--- src/rtl/core/lrupr_pkg.sv ---
package lrupr_pkg;

  localparam int unsigned FramesDefault = 8;
  localparam int unsigned FramesMax     = 16;
  localparam int unsigned CfgW          = 4;
  localparam int unsigned PageW         = 16;
  localparam int unsigned FrameIdxW     = 3;
  localparam int unsigned CellIdxW      = 4;
  localparam int unsigned RankW         = 8;

  localparam logic [RankW-1:0] RankMax  = {RankW{1'b1}};
  localparam logic [CfgW-1:0]  CfgReset = CfgW'(3);

  typedef struct packed {
    logic [PageW-1:0] page_number;
    logic             end_of_string;
  } req_t;

  typedef struct packed {
    logic                 hit;
    logic [FrameIdxW-1:0] frame_index;
    logic                 evicted_valid;
    logic [PageW-1:0]     evicted_page;
  } rsp_t;

  // search word that walks down the cell chain
  typedef struct packed {
    logic                valid;
    logic [PageW-1:0]    page;
    logic                hit_found;
    logic [CellIdxW-1:0] hit_idx;
    logic [RankW-1:0]    hit_rank;
    logic                empty_found;
    logic [CellIdxW-1:0] empty_idx;
    logic                best_found;
    logic [CellIdxW-1:0] best_idx;
    logic [RankW-1:0]    best_rank;
    logic [PageW-1:0]    best_page;
  } tok_t;

  // update broadcast to every cell once the search word leaves the chain
  typedef struct packed {
    logic                en;
    logic                clear;
    logic                hit;
    logic [CellIdxW-1:0] idx;
    logic [RankW-1:0]    limit;
    logic                age_all;
    logic [PageW-1:0]    page;
  } upd_t;

endpackage

--- src/rtl/core/lrupr_cell.sv ---
module lrupr_cell #(
  parameter int unsigned CELL_IDX = 0
) (
  input  logic             clk_i,
  input  logic             rst_ni,
  input  logic             in_use_i,
  input  lrupr_pkg::tok_t  tok_i,
  output lrupr_pkg::tok_t  tok_o,
  input  lrupr_pkg::upd_t  upd_i
);

  localparam logic [lrupr_pkg::CellIdxW-1:0] MyIdx = lrupr_pkg::CellIdxW'(CELL_IDX);

  logic [lrupr_pkg::PageW-1:0] page_q, page_d;
  logic                        valid_q, valid_d;
  logic [lrupr_pkg::RankW-1:0] rank_q, rank_d;
  lrupr_pkg::tok_t             tok_q, tok_d;

  // search step for this frame
  always_comb begin
    tok_d = tok_i;
    if (in_use_i) begin
      if (!tok_i.hit_found && valid_q && (page_q == tok_i.page)) begin
        tok_d.hit_found = 1'b1;
        tok_d.hit_idx   = MyIdx;
        tok_d.hit_rank  = rank_q;
      end
      if (!tok_i.empty_found && !valid_q) begin
        tok_d.empty_found = 1'b1;
        tok_d.empty_idx   = MyIdx;
      end
      if (!tok_i.best_found || (rank_q > tok_i.best_rank)) begin
        tok_d.best_found = 1'b1;
        tok_d.best_idx   = MyIdx;
        tok_d.best_rank  = rank_q;
        tok_d.best_page  = page_q;
      end
    end
  end

  // frame update
  always_comb begin
    page_d  = page_q;
    valid_d = valid_q;
    rank_d  = rank_q;
    if (upd_i.clear) begin
      page_d  = '0;
      valid_d = 1'b0;
      rank_d  = '0;
    end else if (upd_i.en) begin
      if (upd_i.idx == MyIdx) begin
        rank_d = '0;
        if (!upd_i.hit) begin
          page_d  = upd_i.page;
          valid_d = 1'b1;
        end
      end else if (valid_q && (upd_i.age_all || (rank_q < upd_i.limit))
                   && (rank_q != lrupr_pkg::RankMax)) begin
        rank_d = rank_q + lrupr_pkg::RankW'(1);
      end
    end
  end

  always_ff @(posedge clk_i or negedge rst_ni) begin
    if (!rst_ni) begin
      page_q  <= '0;
      valid_q <= 1'b0;
      rank_q  <= '0;
      tok_q   <= '0;
    end else begin
      page_q  <= page_d;
      valid_q <= valid_d;
      rank_q  <= rank_d;
      tok_q   <= tok_d;
    end
  end

  assign tok_o = tok_q;

endmodule

--- src/rtl/core/lru_page_replacement.sv ---
// channel   ports                                   direction  handshake
// request   req_i (page_number, end_of_string)      in         start high, busy low
// result    rsp_o (hit, frame_index, evicted_*)     out        done_o, one cycle
// config    cfg_wdata_i (frames_in_use)             in         cfg_we_i high
//
// a request word enters a registered search word that moves one cell per cycle
// down the chain of FRAMES cells; the word passes tok0_q and then each cell's register,
// and done_o is registered from the last cell's output. start is taken again in the
// cycle that done_o is high, so no new item enters before the last one leaves the chain.
// reset clears all frames, ranks and the chain, and sets frames_in_use to 3.
// the receiver cannot stall: done_o lasts exactly one cycle.
module lru_page_replacement #(
  parameter int unsigned FRAMES = lrupr_pkg::FramesDefault
) (
  input  logic                       clk_i,
  input  logic                       rst_ni,
  input  logic                       start,
  output logic                       busy,
  input  lrupr_pkg::req_t            req_i,
  output logic                       done_o,
  output lrupr_pkg::rsp_t            rsp_o,
  input  logic                       cfg_we_i,
  input  logic [lrupr_pkg::CfgW-1:0] cfg_wdata_i
);

  logic [lrupr_pkg::CfgW-1:0] cfg_q;
  logic                       busy_q, busy_d;
  logic                       eos_q, eos_d;
  logic                       done_q, done_d;
  lrupr_pkg::rsp_t            rsp_q, rsp_d;
  lrupr_pkg::tok_t            tok0_q, tok0_d;
  lrupr_pkg::tok_t            tok [FRAMES+1];
  lrupr_pkg::tok_t            last;
  lrupr_pkg::upd_t            upd;
  logic [FRAMES-1:0]          in_use;
  logic [lrupr_pkg::CellIdxW-1:0] victim;
  logic                       accept;
  logic                       evict;

  assign accept = start && !busy_q;
  assign busy   = busy_q;

  // zero acts as one frame; frames past the chain simply do not exist
  always_comb begin
    for (int i = 0; i < FRAMES; i++) begin
      if (cfg_q == '0) begin
        in_use[i] = (i == 0);
      end else begin
        in_use[i] = (5'(i) < {1'b0, cfg_q});
      end
    end
  end

  always_comb begin
    tok0_d = '0;
    if (accept) begin
      tok0_d.valid = 1'b1;
      tok0_d.page  = req_i.page_number;
    end
  end

  assign tok[0] = tok0_q;

  for (genvar g = 0; g < FRAMES; g++) begin : g_cell
    lrupr_cell #(
      .CELL_IDX(g)
    ) u_cell (
      .clk_i   (clk_i),
      .rst_ni  (rst_ni),
      .in_use_i(in_use[g]),
      .tok_i   (tok[g]),
      .tok_o   (tok[g+1]),
      .upd_i   (upd)
    );
  end

  assign last  = tok[FRAMES];
  assign evict = !last.hit_found && !last.empty_found;

  always_comb begin
    priority if (last.hit_found) begin
      victim = last.hit_idx;
    end else if (last.empty_found) begin
      victim = last.empty_idx;
    end else begin
      victim = last.best_idx;
    end
  end

  always_comb begin
    upd.en      = last.valid;
    upd.clear   = last.valid && eos_q;
    upd.hit     = last.hit_found;
    upd.idx     = victim;
    upd.limit   = last.hit_rank;
    upd.age_all = !last.hit_found;
    upd.page    = last.page;
  end

  always_comb begin
    rsp_d.hit           = last.hit_found;
    rsp_d.frame_index   = lrupr_pkg::FrameIdxW'(victim);
    rsp_d.evicted_valid = evict;
    rsp_d.evicted_page  = evict ? last.best_page : '0;
    done_d              = last.valid;
    busy_d              = busy_q;
    eos_d               = eos_q;
    if (accept) begin
      busy_d = 1'b1;
      eos_d  = req_i.end_of_string;
    end else if (last.valid) begin
      busy_d = 1'b0;
    end
  end

  always_ff @(posedge clk_i or negedge rst_ni) begin
    if (!rst_ni) begin
      cfg_q  <= lrupr_pkg::CfgReset;
      busy_q <= 1'b0;
      eos_q  <= 1'b0;
      done_q <= 1'b0;
      tok0_q <= '0;
    end else begin
      if (cfg_we_i) begin
        cfg_q <= cfg_wdata_i;
      end
      busy_q <= busy_d;
      eos_q  <= eos_d;
      done_q <= done_d;
      tok0_q <= tok0_d;
    end
  end

  always_ff @(posedge clk_i) begin
    if (last.valid) begin
      rsp_q <= rsp_d;
    end
  end

  assign done_o = done_q;
  assign rsp_o  = rsp_q;

`ifndef SYNTHESIS
  logic [FRAMES:0] tok_valid;
  always_comb begin
    for (int i = 0; i <= FRAMES; i++) begin
      tok_valid[i] = tok[i].valid;
    end
  end

  a_one_word_in_chain: assert property (@(posedge clk_i) disable iff (!rst_ni)
    $onehot0(tok_valid))
    else $error("more than one search word in the cell chain");

  a_done_not_busy: assert property (@(posedge clk_i) disable iff (!rst_ni)
    done_o |-> !busy)
    else $error("result shown while an item is still in flight");

  a_accept_busy: assert property (@(posedge clk_i) disable iff (!rst_ni)
    (start && !busy) |=> (busy && !done_o))
    else $error("accepted item did not mark the block busy");

  a_hit_no_evict: assert property (@(posedge clk_i) disable iff (!rst_ni)
    (done_o && rsp_o.hit) |-> !rsp_o.evicted_valid)
    else $error("hit reported with an eviction");

  a_evict_page_zero: assert property (@(posedge clk_i) disable iff (!rst_ni)
    (done_o && !rsp_o.evicted_valid) |-> (rsp_o.evicted_page == '0))
    else $error("evicted page nonzero without eviction");
`endif

endmodule
--- config.mk ---
export PLATFORM = sky130hd
export DESIGN_NAME = lru_page_replacement
export DESIGN_NICKNAME = d
export VERILOG_FILES = /design/src/rtl/core/lrupr_pkg.sv /design/src/rtl/core/lrupr_cell.sv /design/src/rtl/core/lru_page_replacement.sv
export SDC_FILE = /design/constraint.sdc
export NUM_CORES = 1
export LEC_CHECK = 0
export ABC_AREA = 1
export BUFFER_PORTS_ARGS = -buffer_cell sky130_fd_sc_hd__clkbuf_2
export CORE_UTILIZATION = 47
export CTS_CLUSTER_SIZE = 16
export DETAILED_ROUTE_END_ITERATION = 16
export PLACE_DENSITY_LB_ADDON = 0.08
export SLEW_MARGIN = 5
export SYNTH_ARGS = -nofsm -noshare
export SYNTH_HDL_FRONTEND = slang
export SYNTH_SLANG_ARGS = --single-unit
export TNS_END_PERCENT = 20
--- constraint.sdc ---
create_clock -name clk_i -period 3.1 [get_ports clk_i]
set_input_delay 0.62 -clock clk_i [delete_from_list [all_inputs] [get_ports clk_i]]
set_output_delay 0.62 -clock clk_i [all_outputs]
set_load 0.02 [all_outputs]
==> results.yml, run 1 <==
clocking:
  root_buffer: "clkbuf_16"
  cts_tree: "built"
  cts.sinks: 703
  postCtsResizedCells: 0
  cts.clk_slew.worst_paths_ps: 60
  htree_levels: 3
  cts_buffers: 76
  insertion_delay_ps: 620
  cts_buffer_depth: 3
logic_synthesis:
  muxShareOfSynthArea_pct: 0
  ys_seq_area_share_pct: 58.1
  syn-num-nets: 3468
  avgSynthCellArea_um2: 9.17
  synthTopCellsByCount: "945 x nand2_1, 680 x dfrtp_1, 394 x inv_1"
  yosysWarnings: 0
  async_reset_ff_share_pct: 97.0
  synth_top_family_by_area: "simple AND/OR/NAND/NOR gates"
  synth_compound_area_share_pct: 6.38
  yosys.area.top_type: "dfrtp_1"
  synthDistinctLibCells: 51
  synth_top_area_share_pct: 55.8
  synth.most_common_cell: "nand2_1"
  synthTopCellsByArea: "dfrtp_1 56%, nand2_1 12%, ha_1 4.9%"
  synthCells: 3323
  synth_area_mm2: 0.0305
  synth_edf_count: 21
  synth_fa_ha_area_share_pct: 4.92
  ys_dominant_reg_cell: "dfrtp_1"
  synth-xor-area-share_pct: 2.50
  synthSimpleGateAreaFrac_pct: 21.6
  ys_seq_elements: 703
routing:
  vias_per_cell: 4.98
  drtIter0Drc: 1631
  route.detailed.drc: 0
  first_pass_iters: 6
  post_drt_wl_per_cell_um: 16.7
  vias: 21565
  ant_nets: 0
  drt_wl_total_um: 72200
setup_path:
  cpPeakStageDelay_ps: 920
  reg2reg_depth: 5
  critPathArrivalTime_ps: 2980
  cp_slowest_cell: "nor2_1"
  crit_chain: "nand2_4 -> inv_1 -> nor2_1 -> nor2_1 -> a21oi_1"
  endpoint: "g_cell[3].u_cell.page_q[14]"
  crit_required_ps: 3620
  crit_path_start_kind: "flip-flop"
  cp_common_cell: "nor2_1"
  worstReg2RegStart: "g_cell[7].u_cell.tok_o[63]"
  r2r_end: "g_cell[3].u_cell.page_q[14]"
  critPathLaunch: "g_cell[7].u_cell.tok_o[63]"
  critPathCaptureType: "flip-flop"
  r2r_slack_ps: 640
  crit_fanout: 19
  path_class: "flip-flop to flip-flop"
sta:
  max_clock_freq_mhz: 407
  hold_viol: 0
  finalCriticalPeriod_ps: 2460
  worst_slew_pin_slew_ps: 1050
  min_period_over_period_pct: 79.3
  fin_setup_tns_ps: 0
  skew_ps: 20.5
  slew_headroom_pct: 30.0
  setup_violations: 0
  rsz0062_at_grt: "no"
  drv_slew: 0
place:
  hpwl_um: 53800
  gp_congestion: 0.987
  io_buffers: 47
outcome:
  status: "finished, final reports clean"
pwr:
  power.switching_mw: 3.97
  p_leak_nw: 17.8
  powerDensity_mw_per_mm2: 541
  seqPwrFrac_pct: 49.6
  internal-power_mw: 14.7
  ir_drop_uv: 389
  sw_frac_of_total_pct: 21.3
  combPwrFrac_pct: 2.2
  p_clk_share_pct: 48.2
grt:
  grt_max_degree: 96
  antenna_found_initial: 0
  grt-ovfl-total: 0
  gr-usage-all-layers_pct: 22.5
  grt_pass1_vias: 21650
  grt_pass1_wl_um: 117000
floorplan:
  dieArea_mm2: 0.0659
  rows: 93
  ios: 48
  chipHeight_um: 257
  core_area_mm2: 0.0642
  initial_utilization_pct: 47.5
  fp.dieW_um: 257
final_layout:
  drive_gt1_share_pct: 9.52
  fin_nets: 3562
  area_growth_pct: 13.1
  final_util_pct: 53.7
  n_antenna_cell: 0
job:
  cap_violations: 0
min_path:
  hold_class: "primary input to flip-flop"
cells by family after synthesis:
| kind of cell | Yosys count |
|---|---|
| XOR/XNOR | 87 |
| buffers and inverters | 496 |
| adder cells (fa/ha/maj) | 120 |
| flip-flops | 703 |
| AND/OR/NAND/NOR | 1562 |
| other | 1 |
| AO/OA/AOI/OAI | 354 |
through the flow:
stage / hold WS [ps] / power (mW) / std cells / area, um^2 / worst slack (ps)
3_3_place_gp: 336 / 9.83 / 4193 / 31900 / 642
3_5_place_dp: 339 / 9.83 / 4193 / 31900 / 673
6_report: 181 / 18.6 / 4333 / 34500 / 641
5_1_grt: 159 / 19.3 / 4333 / 34500 / 460
2_1_floorplan: 324 / 9.53 / 3323 / 30500 / 1070
4_1_cts: 146 / 18.9 / 4333 / 34500 / 656
final cells by class:
class	instances	area, um^2
clock buffer	111	2220
clock inverter	28	317
fill	5861	29700
inverter	410	1550
multi-input combinational	2124	10800
sequential	703	17700
tap	855	1070
timing repair buffer	102	823
registers in the layout, summed over array words and instances (netlist names), 4 cells and up:
signal,flops
cfg_q,4
tok,17
rsp_o,21
g_cell.u_cell.page_q,128
g_cell.u_cell.tok_o,458
g_cell.u_cell.rank_q,64
g_cell.u_cell.valid_q,8
cell usage in the layout, fill, tap and decap left out, types with 3 or more instances in the layout:
cell type / count
nand3b_1: 3
inv_2: 12
dfrtp_1: 679
buf_12: 13
nor2_1: 267
clkbuf_16: 76
o21bai_1: 7
o21ai_0: 185
clkbuf_8: 19
clkbuf_2: 46
o21ai_2: 7
nand4_1: 45
bufinv_16: 4
a41oi_1: 4
a22o_1: 3
clkinv_1: 3
inv_6: 4
xnor2_1: 27
o21a_1: 11
inv_1: 394
ha_1: 120
clkbuf_1: 16
buf_4: 41
o21ai_1: 32
or2_2: 32
nor2_4: 3
edfxtp_1: 21
clkinv_2: 12
a21oi_1: 78
nand2_1: 945
o22ai_1: 14
nand2_2: 28
o2111ai_1: 4
nor3_1: 18
nand3_1: 199
nor2_2: 5
inv_4: 3
xor2_1: 60
nand2_4: 7
nor4_1: 3
worst min path at each step:
stage / slack, ps / endpoint / startpoint / depth (start not counted)
floorplan: 320 / busy / rst_ni / 0
global placement: 340 / g_cell[4].u_cell.tok_o[63] / g_cell[3].u_cell.tok_o[63] / 0
detailed placement: 340 / g_cell[1].u_cell.tok_o[63] / g_cell[0].u_cell.tok_o[63] / 0
CTS: 150 / tok[568] / req_i[10] / 3
global route: 160 / tok[560] / req_i[2] / 3
finish: 180 / tok[568] / req_i[10] / 3
per-layer routing:
layer / global-route usage (%) / up-vias / share of wire, %
li1: - / 10662 / -
met1: 31.3 / 10221 / 46
met2: 36.2 / 528 / 47
met3: 3.01 / 154 / 4.0
met4: 7.90 / 0 / 3.2
met5: 0 / - / 0
worst max-delay path, delay by kind of cell, from the launching register on:
kind,cells,cell delay (ps)
flip-flops,1,520
buffers and inverters,1,400
AND/OR/NAND/NOR,3,1260
AO/OA/AOI/OAI,1,160
repair_timing:
item / in CTS / in global routing
hold buffers: 1 / 0
hold endpoints to repair: 53 / 0
buffers inserted: 0 / 0
power groups by stage:
| stage | Clock (mW) | Sequential, mW | Combinational, mW |
|---|---|---|---|
| 2_1_floorplan | 0 | 9.41 | 0.116 |
| 3_3_place_gp | 0 | 9.41 | 0.412 |
| 3_5_place_dp | 0 | 9.41 | 0.419 |
| 4_1_cts | 9.24 | 9.25 | 0.420 |
| 5_1_grt | 9.61 | 9.24 | 0.464 |
| 6_report | 8.99 | 9.25 | 0.404 |
Note: power is estimated with default switching activity, not from simulation.
==> run 2, diff against run 1 <==
==> constraint.sdc (replaced) <==
create_clock -name clk_i -period 2.4 [get_ports clk_i]
set_input_delay 0.48 -clock clk_i [delete_from_list [all_inputs] [get_ports clk_i]]
set_output_delay 0.48 -clock clk_i [all_outputs]
set_load 0.02 [all_outputs]
==> run 2 against run 1 <==
  * Combinational power rose by 41%
  * Largest power group unchanged
  * Sequential cell count did not move
  * Total power up 29%
  * Hold slack lost 150 ps
  * Largest cell class unchanged
  * Global-route usage is 1.1 points higher
  * Setup slack lost 480 ps
  * Routed wire length grew 3.9%
==> results.yml, run 2 (synthesized netlist as in run 1, its figures left out) <==
clocking:
  insertion_delay_ps: 630
  root_buffer: "clkbuf_16"
  cts.clk_slew.worst_paths_ps: 60
  cts_buffers: 75
  cts_tree: "built"
  htree_levels: 3
  cts_buffer_depth: 3
  cts.sinks: 703
routing:
  first_pass_iters: 7
  ant_nets: 0
  post_drt_wl_per_cell_um: 17.1
  drt_wl_total_um: 75000
  drtIter0Drc: 1537
  vias_per_cell: 5.02
  vias: 22066
  route.detailed.drc: 0
grt:
  grt-ovfl-total: 0
  grt_pass1_vias: 22080
  grt_pass1_wl_um: 121000
  antenna_found_initial: 0
  grt_max_degree: 92
  gr-usage-all-layers_pct: 23.5
sta:
  fin_setup_tns_ps: 0
  setup_violations: 0
  hold_viol: 0
  max_clock_freq_mhz: 446
  finalCriticalPeriod_ps: 2240
  slew_headroom_pct: 26.7
  min_period_over_period_pct: 93.5
  worst_slew_pin_slew_ps: 1100
  rsz0062_at_grt: "no"
  drv_slew: 0
  skew_ps: 20.5
job:
  cap_violations: 0
pwr:
  p_leak_nw: 18.1
  ir_drop_uv: 443
  powerDensity_mw_per_mm2: 689
setup_path:
  critPathArrivalTime_ps: 2740
  r2r_slack_ps: 160
  cpPeakStageDelay_ps: 370
  crit_required_ps: 2900
  crit_chain: "clkinvlp_4 -> buf_4 -> ha_1 -> a21oi_1 -> o21a_1 -> nand2_1 -> nand2_1 -> nand2_1 -> nand2_2 -> nand2_2 -> nand2_1 -> nand2_1"
  crit_path_start_kind: "flip-flop"
  cp_slowest_cell: "dfrtp_1"
  crit_fanout: 9
  worstReg2RegStart: "g_cell[7].u_cell.tok_o[39]"
  critPathCaptureType: "flip-flop"
  critPathLaunch: "g_cell[7].u_cell.tok_o[39]"
  path_class: "flip-flop to flip-flop"
  cp_common_cell: "nand2_1"
floorplan:
  rows: 93
  core_area_mm2: 0.0642
  dieArea_mm2: 0.0659
  fp.dieW_um: 257
  initial_utilization_pct: 47.5
  ios: 48
  chipHeight_um: 257
final_layout:
  n_antenna_cell: 0
  final_common_cell: "nand2_1"
  largest_reg_flops: 458
  area_growth_pct: 14.6
  drive_gt1_share_pct: 11.1
  layout_common_cells: "945 x nand2_1, 679 x dfrtp_1, 390 x inv_1"
  fin_nets: 3623
  layout.cells.non_filler: 4393
place:
  io_buffers: 47
  hpwl_um: 56600
  gp_congestion: 0.887
  place_inst: 4252
min_path:
  min-delay-start: "req_i[4]"
  hold_class: "primary input to flip-flop"
outcome:
  status: "finished, final reports clean"
==> run 2: layout make-up <==
| type | instances | area, um^2 |
|---|---|---|
| clock inverter | 28 | 309 |
| tap | 855 | 1070 |
| sequential | 703 | 17700 |
| timing repair buffer | 164 | 1310 |
| multi-input combinational | 2124 | 10800 |
| clock buffer | 109 | 2180 |
| inverter | 410 | 1570 |
| fill | 5807 | 29300 |
==> run 2: power by group <==
part           switching [mW]  total (mW)  internal, mW  leakage (nW)
combinational           0.430       0.569         0.139          7.27
clock                    4.70        11.6          6.86          1.23
sequential             0.0152        11.9          11.9          9.58
==> run 2: worst paths after layout <==
path | to | cells past startpoint
worst max-delay path | g_cell[5].u_cell.rank_q[7] | 12
worst min-delay path | tok[562] | 3
worst max register to register | g_cell[5].u_cell.rank_q[7] | 12
worst min register to register | g_cell[4].u_cell.tok_o[63] | 0
max in group asynchronous | cfg_q[0] | 4
min in group asynchronous | g_cell[7].u_cell.tok_o[59] | 2
==> run 2: layer usage <==
| layer | up-vias | wire (um) | GRT usage [%] |
|---|---|---|---|
| met3 | 141 | 3360 | 3.16 |
| met5 | - | 0 | 0 |
| met4 | 0 | 2230 | 8.45 |
| met1 | 10587 | 34400 | 32.8 |
| li1 | 10795 | - | - |
| met2 | 543 | 35000 | 37.7 |
==> run 2: repair_timing <==
item,CTS,global route
setup endpoints to repair,0,18
hold buffers,1,0
gates resized for setup,0,4
setup buffers,0,3
hold endpoints to repair,44,0
==> run 2: stage by stage <==
stage / setup WS (ps) / util [%] / cell area (um^2) / hold slack [ps] / power (mW)
after global routing: 4.92 / 54.4 / 34900 / 23.0 / 24.9
after global placement: 217 / 50.4 / 32400 / 335 / 12.7
after floorplan: 372 / - / 30500 / 184 / 12.3
final: 157 / 54.4 / 34900 / 32.2 / 24.1
after CTS: 131 / 54.3 / 34900 / 4.45 / 24.4
after detailed placement: 140 / 50.4 / 32400 / 335 / 12.7
==> run 2: worst max-delay path: cells and delay by family, from the launching register on <==
family,cells,cell delay [ps]
compound gates,2,260
fa+ha+maj,1,300
buf+inv,2,520
flops,1,370
simple gates,7,670
